[src/rtl/one_shot_timer_bank_macros.svh]
// Assertion macros shared by the timer bank RTL.
// Needs a clock named clk and a synchronous reset named rst in the using scope.
`ifndef ONE_SHOT_TIMER_BANK_MACROS_SVH
`define ONE_SHOT_TIMER_BANK_MACROS_SVH

// Same-cycle implication, checked outside reset
`define OTB_ASSERT_IMP(lbl, ante, cons, msg) \
  lbl: assert property (@(posedge clk) disable iff (rst) (ante) |-> (cons)) else $error(msg);

// Next-cycle implication, checked outside reset
`define OTB_ASSERT_NXT(lbl, ante, cons, msg) \
  lbl: assert property (@(posedge clk) disable iff (rst) (ante) |=> (cons)) else $error(msg);

`endif

[src/rtl/otb_pkg.sv]
// Shared types and constants of the one-shot timer bank.
// No dependencies.
`timescale 1ns / 1ps

package otb_pkg;

  typedef enum logic [1:0] {
    OP_START   = 2'd0,
    OP_RESTART = 2'd1,
    OP_STOP    = 2'd2,
    OP_TICK    = 2'd3
  } op_t;

  typedef enum logic [1:0] {
    KIND_STARTED   = 2'd0,
    KIND_RESTARTED = 2'd1,
    KIND_STOPPED   = 2'd2,
    KIND_EXPIRED   = 2'd3
  } kind_t;

  // at most this many expiries are reported by one tick
  localparam int RESULT_CAP = 16;
  localparam int CNT_W      = $clog2(RESULT_CAP + 1);

  localparam int TIMEOUT_W = 32;
  localparam int TLEFT_W   = 33;
  localparam int TAG_W     = 8;
  localparam int ELAPSED_W = 16;

  typedef struct packed {
    logic load;        // capture the accepted item
    logic find;        // test the slot at the scan index for a start
    logic find_last;   // scan index is the last slot
    logic rd_slot;     // read the stores at the addressed slot
    logic restart_wr;  // reload time left of the addressed slot
    logic stop;        // free the addressed slot
    logic tick_rd;     // read the slot at the scan index for a tick
    logic flush;       // send the held expiry as the final one
  } cmd_t;

  typedef struct packed {
    logic idx_active;  // slot at the scan index is in use
  } status_t;

endpackage

[src/rtl/otb_ram.sv]
// Generic simple dual-port RAM: one write port, one read port, registered read.
// No dependencies.
`timescale 1ns / 1ps

module otb_ram #(
  parameter int WIDTH = 8,
  parameter int DEPTH = 16,
  localparam int AW = (DEPTH > 1) ? $clog2(DEPTH) : 1
) (
  input  logic             clk,
  input  logic             we,
  input  logic [AW-1:0]    waddr,
  input  logic [WIDTH-1:0] wdata,
  input  logic [AW-1:0]    raddr,
  output logic [WIDTH-1:0] rdata
);

  logic [WIDTH-1:0] mem [DEPTH];

  always_ff @(posedge clk) begin
    if (we) begin
      mem[waddr] <= wdata;
    end
    rdata <= mem[raddr];
  end

endmodule

[src/rtl/otb_ctrl.sv]
// Controller of the timer bank: sequences start, restart, stop and tick.
// Depends on otb_pkg and one_shot_timer_bank_macros.svh.
`timescale 1ns / 1ps
`include "one_shot_timer_bank_macros.svh"

module otb_ctrl #(
  parameter int TIMER_SLOTS = 16,
  localparam int SLOT_W = (TIMER_SLOTS > 1) ? $clog2(TIMER_SLOTS) : 1
) (
  input  logic             clk,
  input  logic             rst,
  input  logic             start,
  input  logic [1:0]       operation,
  input  otb_pkg::status_t st,
  output otb_pkg::cmd_t    cmd,
  output logic [SLOT_W-1:0] idx,
  output logic             busy
);
  import otb_pkg::*;

  localparam logic [SLOT_W-1:0] LAST_IDX = SLOT_W'(TIMER_SLOTS - 1);

  typedef enum logic [7:0] {
    S_IDLE  = 8'b0000_0001,
    S_FIND  = 8'b0000_0010,
    S_RS_RD = 8'b0000_0100,
    S_RS_WR = 8'b0000_1000,
    S_STOP  = 8'b0001_0000,
    S_TICK  = 8'b0010_0000,
    S_DRAIN = 8'b0100_0000,
    S_FLUSH = 8'b1000_0000
  } state_t;

  state_t            state, state_next;
  logic [SLOT_W-1:0] idx_next;

  always_comb begin
    state_next = state;
    idx_next   = idx;
    cmd        = '0;
    case (state)
      S_IDLE: begin
        if (start) begin
          cmd.load = 1'b1;
          idx_next = '0;
          case (operation)
            OP_START:   state_next = S_FIND;
            OP_RESTART: state_next = S_RS_RD;
            OP_STOP:    state_next = S_STOP;
            default:    state_next = S_TICK;
          endcase
        end
      end
      S_FIND: begin
        cmd.find      = 1'b1;
        cmd.find_last = (idx == LAST_IDX);
        if (!st.idx_active || idx == LAST_IDX) begin
          state_next = S_IDLE;
        end else begin
          idx_next = idx + SLOT_W'(1);
        end
      end
      S_RS_RD: begin
        cmd.rd_slot = 1'b1;
        state_next  = S_RS_WR;
      end
      S_RS_WR: begin
        cmd.restart_wr = 1'b1;
        state_next     = S_IDLE;
      end
      S_STOP: begin
        cmd.stop   = 1'b1;
        state_next = S_IDLE;
      end
      S_TICK: begin
        cmd.tick_rd = 1'b1;
        if (idx == LAST_IDX) begin
          state_next = S_DRAIN;
        end else begin
          idx_next = idx + SLOT_W'(1);
        end
      end
      S_DRAIN: begin
        state_next = S_FLUSH;
      end
      S_FLUSH: begin
        cmd.flush  = 1'b1;
        state_next = S_IDLE;
      end
      default: begin
        state_next = S_IDLE;
      end
    endcase
  end

  always_ff @(posedge clk) begin
    if (rst) begin
      state <= S_IDLE;
      idx   <= '0;
    end else begin
      state <= state_next;
      idx   <= idx_next;
    end
  end

  assign busy = (state != S_IDLE);

  `OTB_ASSERT_NXT(a_accept_busy, start && !busy, busy, "accepted item did not raise busy")
  `OTB_ASSERT_NXT(a_tick_advance, state == S_TICK && idx != LAST_IDX,
                  idx == $past(idx) + SLOT_W'(1), "tick scan skipped a slot")

endmodule

[src/rtl/otb_datapath.sv]
// Datapath of the timer bank: slot stores, active bits, tick arithmetic, result register.
// Depends on otb_pkg, otb_ram and one_shot_timer_bank_macros.svh.
`timescale 1ns / 1ps
`include "one_shot_timer_bank_macros.svh"

module otb_datapath #(
  parameter int TIMER_SLOTS = 16,
  localparam int SLOT_W = (TIMER_SLOTS > 1) ? $clog2(TIMER_SLOTS) : 1
) (
  input  logic                         clk,
  input  logic                         rst,
  input  otb_pkg::cmd_t                cmd,
  input  logic [SLOT_W-1:0]            idx,
  output otb_pkg::status_t             st,
  input  logic [3:0]                   timer_slot,
  input  logic signed [otb_pkg::TIMEOUT_W-1:0] timeout,
  input  logic [otb_pkg::TAG_W-1:0]    message_tag,
  input  logic [otb_pkg::ELAPSED_W-1:0] elapsed,
  output logic                         result_valid,
  output logic [1:0]                   result_kind,
  output logic [3:0]                   result_slot,
  output logic                         found,
  output logic [otb_pkg::TAG_W-1:0]    expired_tag,
  output logic                         last
);
  import otb_pkg::*;

  // captured item
  logic [3:0]                  slot_q;
  logic signed [TIMEOUT_W-1:0] timeout_q;
  logic [TAG_W-1:0]            tag_q;
  logic [ELAPSED_W-1:0]        elapsed_q;

  logic [TIMER_SLOTS-1:0] active;

  // addressed slot for restart and stop
  logic [SLOT_W+3:0] slot_wide;
  logic [SLOT_W-1:0] slot_addr;
  logic              slot_ok;

  // stores
  logic                      ram_we_start;
  logic                      tl_we;
  logic [SLOT_W-1:0]         tl_waddr;
  logic [TLEFT_W-1:0]        tl_wdata;
  logic [SLOT_W-1:0]         raddr;
  logic signed [TIMEOUT_W-1:0] reload_rdata;
  logic signed [TLEFT_W-1:0] tl_rdata;
  logic [TAG_W-1:0]          tag_rdata;

  // tick pipeline
  logic               proc_valid;
  logic [SLOT_W-1:0]  proc_idx;
  logic signed [TLEFT_W-1:0] new_tl;
  logic               proc_active;
  logic               expire;
  logic [CNT_W-1:0]   exp_cnt;
  logic               pend_valid;
  logic [3:0]         pend_slot;
  logic [TAG_W-1:0]   pend_tag;

  // result staging
  logic              emit;
  logic [1:0]        e_kind;
  logic [3:0]        e_slot;
  logic              e_found;
  logic [TAG_W-1:0]  e_tag;
  logic              e_last;
  logic [SLOT_W+3:0] idx_wide;
  logic [SLOT_W+3:0] proc_wide;

  assign slot_wide = (SLOT_W + 4)'(slot_q);
  assign slot_addr = slot_wide[SLOT_W-1:0];
  assign slot_ok   = (slot_wide < (SLOT_W + 4)'(TIMER_SLOTS)) && active[slot_addr];
  assign idx_wide  = (SLOT_W + 4)'(idx);
  assign proc_wide = (SLOT_W + 4)'(proc_idx);

  assign st.idx_active = active[idx];

  assign ram_we_start = cmd.find && !active[idx];
  assign raddr        = cmd.rd_slot ? slot_addr : idx;

  assign proc_active = proc_valid && active[proc_idx];
  assign new_tl      = tl_rdata - $signed({{(TLEFT_W - ELAPSED_W){1'b0}}, elapsed_q});
  assign expire      = proc_active && (new_tl[TLEFT_W-1] || new_tl == '0)
                       && (exp_cnt < CNT_W'(RESULT_CAP));

  always_comb begin
    tl_we    = 1'b0;
    tl_waddr = idx;
    tl_wdata = {timeout_q[TIMEOUT_W-1], timeout_q};
    if (ram_we_start) begin
      tl_we = 1'b1;
    end else if (cmd.restart_wr && slot_ok) begin
      tl_we    = 1'b1;
      tl_waddr = slot_addr;
      if (timeout_q[TIMEOUT_W-1]) begin
        tl_wdata = {reload_rdata[TIMEOUT_W-1], reload_rdata};
      end
    end else if (proc_active) begin
      tl_we    = 1'b1;
      tl_waddr = proc_idx;
      tl_wdata = new_tl;
    end
  end

  otb_ram #(.WIDTH(TIMEOUT_W), .DEPTH(TIMER_SLOTS)) u_reload (
    .clk   (clk),
    .we    (ram_we_start),
    .waddr (idx),
    .wdata (timeout_q),
    .raddr (raddr),
    .rdata (reload_rdata)
  );

  otb_ram #(.WIDTH(TLEFT_W), .DEPTH(TIMER_SLOTS)) u_tleft (
    .clk   (clk),
    .we    (tl_we),
    .waddr (tl_waddr),
    .wdata (tl_wdata),
    .raddr (raddr),
    .rdata (tl_rdata)
  );

  otb_ram #(.WIDTH(TAG_W), .DEPTH(TIMER_SLOTS)) u_tag (
    .clk   (clk),
    .we    (ram_we_start),
    .waddr (idx),
    .wdata (tag_q),
    .raddr (raddr),
    .rdata (tag_rdata)
  );

  always_ff @(posedge clk) begin
    if (cmd.load) begin
      slot_q    <= timer_slot;
      timeout_q <= timeout;
      tag_q     <= message_tag;
      elapsed_q <= elapsed;
    end
    proc_idx <= idx;
    if (expire) begin
      pend_slot <= proc_wide[3:0];
      pend_tag  <= tag_rdata;
    end
  end

  always_ff @(posedge clk) begin
    if (rst) begin
      active     <= '0;
      proc_valid <= 1'b0;
      exp_cnt    <= '0;
      pend_valid <= 1'b0;
    end else begin
      proc_valid <= cmd.tick_rd;
      if (ram_we_start) begin
        active[idx] <= 1'b1;
      end else if (cmd.stop && slot_ok) begin
        active[slot_addr] <= 1'b0;
      end else if (expire) begin
        active[proc_idx] <= 1'b0;
      end
      if (cmd.load) begin
        exp_cnt    <= '0;
        pend_valid <= 1'b0;
      end else if (expire) begin
        exp_cnt    <= exp_cnt + CNT_W'(1);
        pend_valid <= 1'b1;
      end else if (cmd.flush) begin
        pend_valid <= 1'b0;
      end
    end
  end

  // An expiry is held back until the next expiry or the flush, so the final one can carry last.
  always_comb begin
    emit    = 1'b0;
    e_kind  = KIND_STARTED;
    e_slot  = '0;
    e_found = 1'b0;
    e_tag   = '0;
    e_last  = 1'b1;
    if (cmd.find) begin
      if (!active[idx]) begin
        emit    = 1'b1;
        e_slot  = idx_wide[3:0];
        e_found = 1'b1;
      end else if (cmd.find_last) begin
        emit = 1'b1;
      end
    end else if (cmd.restart_wr) begin
      emit    = 1'b1;
      e_kind  = KIND_RESTARTED;
      e_slot  = slot_q;
      e_found = slot_ok;
    end else if (cmd.stop) begin
      emit    = 1'b1;
      e_kind  = KIND_STOPPED;
      e_slot  = slot_q;
      e_found = slot_ok;
    end else if ((expire || cmd.flush) && pend_valid) begin
      emit    = 1'b1;
      e_kind  = KIND_EXPIRED;
      e_slot  = pend_slot;
      e_found = 1'b1;
      e_tag   = pend_tag;
      e_last  = cmd.flush;
    end
  end

  always_ff @(posedge clk) begin
    if (rst) begin
      result_valid <= 1'b0;
    end else begin
      result_valid <= emit;
    end
    if (emit) begin
      result_kind <= e_kind;
      result_slot <= e_slot;
      found       <= e_found;
      expired_tag <= e_tag;
      last        <= e_last;
    end
  end

  `OTB_ASSERT_IMP(a_cap, 1'b1, exp_cnt <= CNT_W'(RESULT_CAP), "expiry count above cap")
  `OTB_ASSERT_NXT(a_flush_clears, cmd.flush, !pend_valid, "held expiry survived the flush")
  `OTB_ASSERT_IMP(a_non_expiry_last, result_valid && result_kind != KIND_EXPIRED, last,
                  "single result not marked last")

endmodule

[src/rtl/one_shot_timer_bank.sv]
// Top level of the one-shot timer bank: controller plus datapath.
// Depends on otb_pkg, otb_ctrl and otb_datapath.
`timescale 1ns / 1ps

// A bank of TIMER_SLOTS single-shot timers driven by start/busy commands.
// An item is taken when start is high and busy low; each result shows for one
// cycle with result_valid and must be taken then, as the receiver cannot stall.
// After an item is taken, busy stays high while it is worked on, and the next
// item can be taken at the end of the first cycle with busy low. A start scans
// the active bits from slot 0 until it meets a free slot or the last slot;
// restart makes one read of the reload store before its write, and stop frees
// the addressed slot. A tick walks every slot once through the time-left store,
// one slot a cycle; its expiries come out in ascending slot order, the final
// one marked by last, and a tick with no expiry gives none. Each result is
// registered and appears in the cycle after the one that emits it.
module one_shot_timer_bank #(
  parameter int TIMER_SLOTS = 16
) (
  input  logic                 clk,
  input  logic                 rst,
  input  logic                 start,
  output logic                 busy,
  input  logic [1:0]           operation,
  input  logic [3:0]           timer_slot,
  input  logic signed [31:0]   timeout,
  input  logic [7:0]           message_tag,
  input  logic [15:0]          elapsed,
  output logic                 result_valid,
  output logic [1:0]           result_kind,
  output logic [3:0]           result_slot,
  output logic                 found,
  output logic [7:0]           expired_tag,
  output logic                 last
);
  import otb_pkg::*;

  localparam int SLOT_W = (TIMER_SLOTS > 1) ? $clog2(TIMER_SLOTS) : 1;

  cmd_t              cmd;
  status_t           st;
  logic [SLOT_W-1:0] idx;

  otb_ctrl #(.TIMER_SLOTS(TIMER_SLOTS)) u_ctrl (
    .clk       (clk),
    .rst       (rst),
    .start     (start),
    .operation (operation),
    .st        (st),
    .cmd       (cmd),
    .idx       (idx),
    .busy      (busy)
  );

  otb_datapath #(.TIMER_SLOTS(TIMER_SLOTS)) u_dp (
    .clk          (clk),
    .rst          (rst),
    .cmd          (cmd),
    .idx          (idx),
    .st           (st),
    .timer_slot   (timer_slot),
    .timeout      (timeout),
    .message_tag  (message_tag),
    .elapsed      (elapsed),
    .result_valid (result_valid),
    .result_kind  (result_kind),
    .result_slot  (result_slot),
    .found        (found),
    .expired_tag  (expired_tag),
    .last         (last)
  );

endmodule
[config.mk]
export PLATFORM = sky130hd
export DESIGN_NAME = one_shot_timer_bank
export DESIGN_NICKNAME = d
export VERILOG_FILES = /design/src/rtl/otb_pkg.sv /design/src/rtl/otb_ram.sv /design/src/rtl/otb_ctrl.sv /design/src/rtl/otb_datapath.sv /design/src/rtl/one_shot_timer_bank.sv
export VERILOG_INCLUDE_DIRS = /design/src /design/src/rtl
export SDC_FILE = /design/constraint.sdc
export NUM_CORES = 2
export LEC_CHECK = 0
export BUFFER_PORTS_ARGS = -buffer_cell sky130_fd_sc_hd__buf_2
export CAP_MARGIN = 20
export CORE_UTILIZATION = 35
export CTS_BUF_LIST = sky130_fd_sc_hd__clkbuf_4
export DETAILED_ROUTE_END_ITERATION = 10
export GPL_ROUTABILITY_DRIVEN = 0
export GPL_TIMING_DRIVEN = 0
export PLACE_DENSITY = 0.55
export SYNTH_ARGS = -nofsm -noshare
export SYNTH_HDL_FRONTEND = slang
export SYNTH_HIERARCHICAL = 1
export SYNTH_SLANG_ARGS = --single-unit
[constraint.sdc]
create_clock -name clk -period 8 [get_ports clk]
set_input_delay 0.4 -clock clk [delete_from_list [all_inputs] [get_ports clk]]
set_output_delay 0.4 -clock clk [all_outputs]
set_load 0.02 [all_outputs]
==> results by group <==
Outcome
  – Status: complete, no violations

Synth
  – Share of Yosys cell area claimed by the top area cell type: 70.2%
  – Synthesized instance count: 2,749
  – Post-synthesis mux area share: 13.7%
  – Compound-Gate Fraction of Synth Area: 5.13%
  – Post-synth EDFFs: 1,256
  – Synth Area in Simple Gates: 4.10%
  – Post-synthesis sequential element count: 1,369
  – Biggest area consumer among synthesized cells: edfxtp_1
  – XOR/XNOR share of the synthesized area: 0.391%
  – Distinct cells, synth: 90
  – Avg Cell Area, Syn: 19.5 um^2
  – Post-synth top cells: edfxtp_1 (1,256), mux4_2 (271), a22oi_1 (151)
  – Register area share after synthesis: 74.5%
  – Area share of fa/ha/maj cells after synthesis: 0.457%
  – Ys async rst share: 0%
  – Area contributors post-synth: edfxtp_1 (70%), mux4_2 (11%), dfxtp_1 (4.2%)
  – Mapped Area: 53,700 um^2
  – Top_reg_cell synth: edfxtp_1
  – Yosys warns: 6
  – Mapped Nets: 2,833
  – Largest family of logic cells by synthesized area: multiplexers
  – Count leader, synth: edfxtp_1

Critical path
  – End of the critical path: u_dp/u_tleft/mem[0][11]
  – Critical path depth in cells: 13
  – Worst path most repeated cell: buf_6
  – Worst path required time: 8.93 ns
  – Worst setup path startpoint: u_ctrl/idx[0]
  – Reg-to-reg startpoint: u_ctrl/idx[0]
  – Worst r2r path cells: 13
  – Largest stage delay, worst path: 1.03 ns
  – Worst reg2reg endpoint: u_dp/u_tleft/mem[0][11]
  – Worst Setup Path Type: flop to flop
  – Critical path buffer and inverter count: 6
  – Crit path DAT: 7.66 ns
  – Worst-path maximum fanout: 22
  – Slowest-stage cell, CP: dfxtp_1
  – Worst path top cell family by delay: simple AND/OR/NAND/NOR gates
  – Crit start category: flop
  – Setup crit end kind: flop
  – R2r setup slk: 1.27 ns
  – Crit path cell chain: buf_1, mux4_2, mux4_2, nand2b_1, inv_1, or2_0, clkbuf_1, a22oi_1, or3b_2, nor3_2, buf_6, buf_6, buf_6

Power and ir drop
  – PD cells: 227 nW/um^2
  – Leak pwr: 20.7 nW
  – Total Power: 14.5 mW
  – Worst vdd ir: 147 uV

Timing
  – Setup_tns: 0 ns
  – Final Cycle Share: 84.1%
  – Setup ws final: 1.27 ns
  – Setup Viol. Count Final: 0
  – Fmax: 149 MHz
  – Slew Limit Fails: 0
  – RSZ-0062 raised after global routing: false
  – Worst-margin pin slew: 1.08 ns
  – Worst slew margin: 28.0%
  – Tmin final: 6.73 ns
  – Clock Skew: 0.130 ns
  – Final Hold Viols: 0

Place
  – Pre-CTS setup slack: 1.34 ns
  – PortBufs: 82
  – DP HPWL: 91,700 um
  – Instance area at placement: 58,100 um^2

Global route
  – Tot GR Track Use: 17.7%
  – Grt total ovfl: 0
  – Vias in the first global route: 30,500
  – Initial antenna violation count: 3
  – Largest net degree at the start of global routing: 40
  – First-pass GRT wire length: 202,000 um

CTS
  – TritonCTS clock tree: yes
  – Clock Latency Late Sink: 1.32 ns
  – Maximum level of the CTS H-tree: 5
  – Clock Sinks: 1,369
  – Clk slew on worst S/H paths: 0.06 ns
  – Num CTS Buffers: 369
  – Setup repair bufs after CTS: 0
  – CTS Buffer Depth: 4
  – Clock root buffer: clkbuf_4

Floorplan
  – Total core area: 152,000 um^2
  – Die area: 155,000 um^2
  – Height of the chip: 394 um
  – Boundary Pins: 83
  – Rows: 143
  – Initial core utilization: 35.3%
  – Die Width: 394 um

Detailed routing
  – Initial drt markers: 2,514
  – Drt wl/cell: 24.2 um
  – Final wirelength: 138,000 um
  – Pre-antenna DRT Iters: 6
  – Vias per cell: 5.23
  – Remaining antenna violation count: 0
  – DRC violations left: 0
  – Routed vias: 29,800

Cells and area
  – FILL cells: 13,700
  – Fin nets: 3,498
  – Final instance area: 63,900 um^2
  – Layout cell share with drive strength beyond 1: 31.0%
  – Layout area overhead: 19.0%
  – Fin util: 42.0%

Flow run
  – Max-cap viol count: 0

Worst hold path
  – Hold Crit Class: input port to flop
[layout by cell type, fill, tap and decap left out, drive strengths merged, types with 16 or more instances in the layout]
cell	instances
o22ai	30
nor2	93
and2	22
edfxtp	1256
inv	40
nand3	16
clkbuf	626
nor3	39
ha	18
a22oi	151
mux2i	24
mux4	304
nand2	136
clkinv	54
o21ai	29
nor2b	26
buf	236
dfxtp	113
xnor2	16
dlygate4sd3	132
or3	22
a21oi	65
[kinds of logic after synthesis]
kind of cell    count (synthesis)
compound gates                386
xor+xnor                       24
fa+ha+maj                      19
buf+inv                       179
flops                        1369
mux                           342
simple gates                  430
[where the power goes]
| group | switching (mW) | internal (mW) |
|---|---|---|
| registers | 0.111 | 7.92 |
| logic | 0.303 | 0.202 |
| clock network | 2.74 | 3.22 |
[stage by stage]
stage | hold WS [ns] | std cells
after floorplan | 0.386 | 2749
after global placement | 0.391 | 4861
after detailed placement | 0.389 | 4940
after CTS | 0.0311 | 5694
after global routing | 0.146 | 5699
final | 0.194 | 5700
[layer usage]
layer / global-route usage [%] / part of all wire, % / vias to the layer above
met5: 0.308 / 0.059 / -
met2: 27.8 / 47 / 1185
met4: 4.89 / 1.6 / 4
li1: - / - / 13000
met1: 24.5 / 44 / 15500
met3: 4.48 / 7.1 / 188
[worst register-to-register path, stage by stage, from the launching register on]
cell	delay, ns
dfxtp_1	1.03
buf_1	0.50
mux4_2	0.60
mux4_2	0.58
nand2b_1	0.25
inv_1	0.25
or2_0	0.35
clkbuf_1	0.50
a22oi_1	0.25
or3b_2	0.64
nor3_2	0.82
buf_6	0.27
buf_6	0.19
buf_6	0.18
[how the worst min path moves through the flow]
stage	startpoint	end	slack (ns)	cells past startpoint
floorplan	u_dp/u_tag/rdata[0]	u_dp/pend_tag[0]	0.39	0
global placement	u_dp/u_tag/rdata[6]	u_dp/pend_tag[6]	0.39	0
detailed placement	u_dp/u_tag/rdata[6]	u_dp/pend_tag[6]	0.39	0
CTS	start	u_ctrl/state[5]	0.03	4
global route	start	u_ctrl/state[5]	0.15	4
finish	start	u_ctrl/state[5]	0.19	4
[cell type report]
| type | instances | area, um^2 | area share, % |
|---|---|---|---|
| Timing Repair Buffer | 294 | 2930 | 4.59 |
| Inverter | 35 | 134 | 0.209 |
| Clock buffer | 559 | 4200 | 6.57 |
| Sequential cell | 1369 | 40000 | 62.6 |
| Antenna cell | 5 | 12.5 | 0.0196 |
| Clock inverter | 63 | 303 | 0.474 |
| Multi-Input combinational cell | 1201 | 13000 | 20.4 |
| Tap cell | 2030 | 2540 | 3.97 |
| Buffer | 144 | 805 | 1.26 |
[state kept, by name, indices dropped and copies added, names as in the netlist, 2 cells and up]
register,count
u_dp/expired_tag,8
u_dp/result_kind,2
u_dp/u_tleft/rdata,33
u_dp/pend_tag,8
u_dp/u_tleft/mem,528
u_dp/pend_slot,4
u_dp/u_reload/mem,512
u_dp/active,16
u_dp/u_tag/mem,128
u_dp/timeout_q,32
u_dp/slot_addr,4
u_dp/result_slot,4
u_ctrl/idx,4
u_dp/u_tag/rdata,8
u_dp/u_reload/rdata,32
u_dp/elapsed_q,16
u_dp/exp_cnt,5
u_dp/proc_idx,4
u_ctrl/state,8
u_dp/tag_q,8
[timing repair]
action | CTS | global route
endpoints found under the hold margin | 111 | 0
endpoints found under the setup margin | 0 | 0
hold buffers | 132 | 0
resized for setup | 0 | 0
Note: power is estimated with default switching activity, not from simulation.
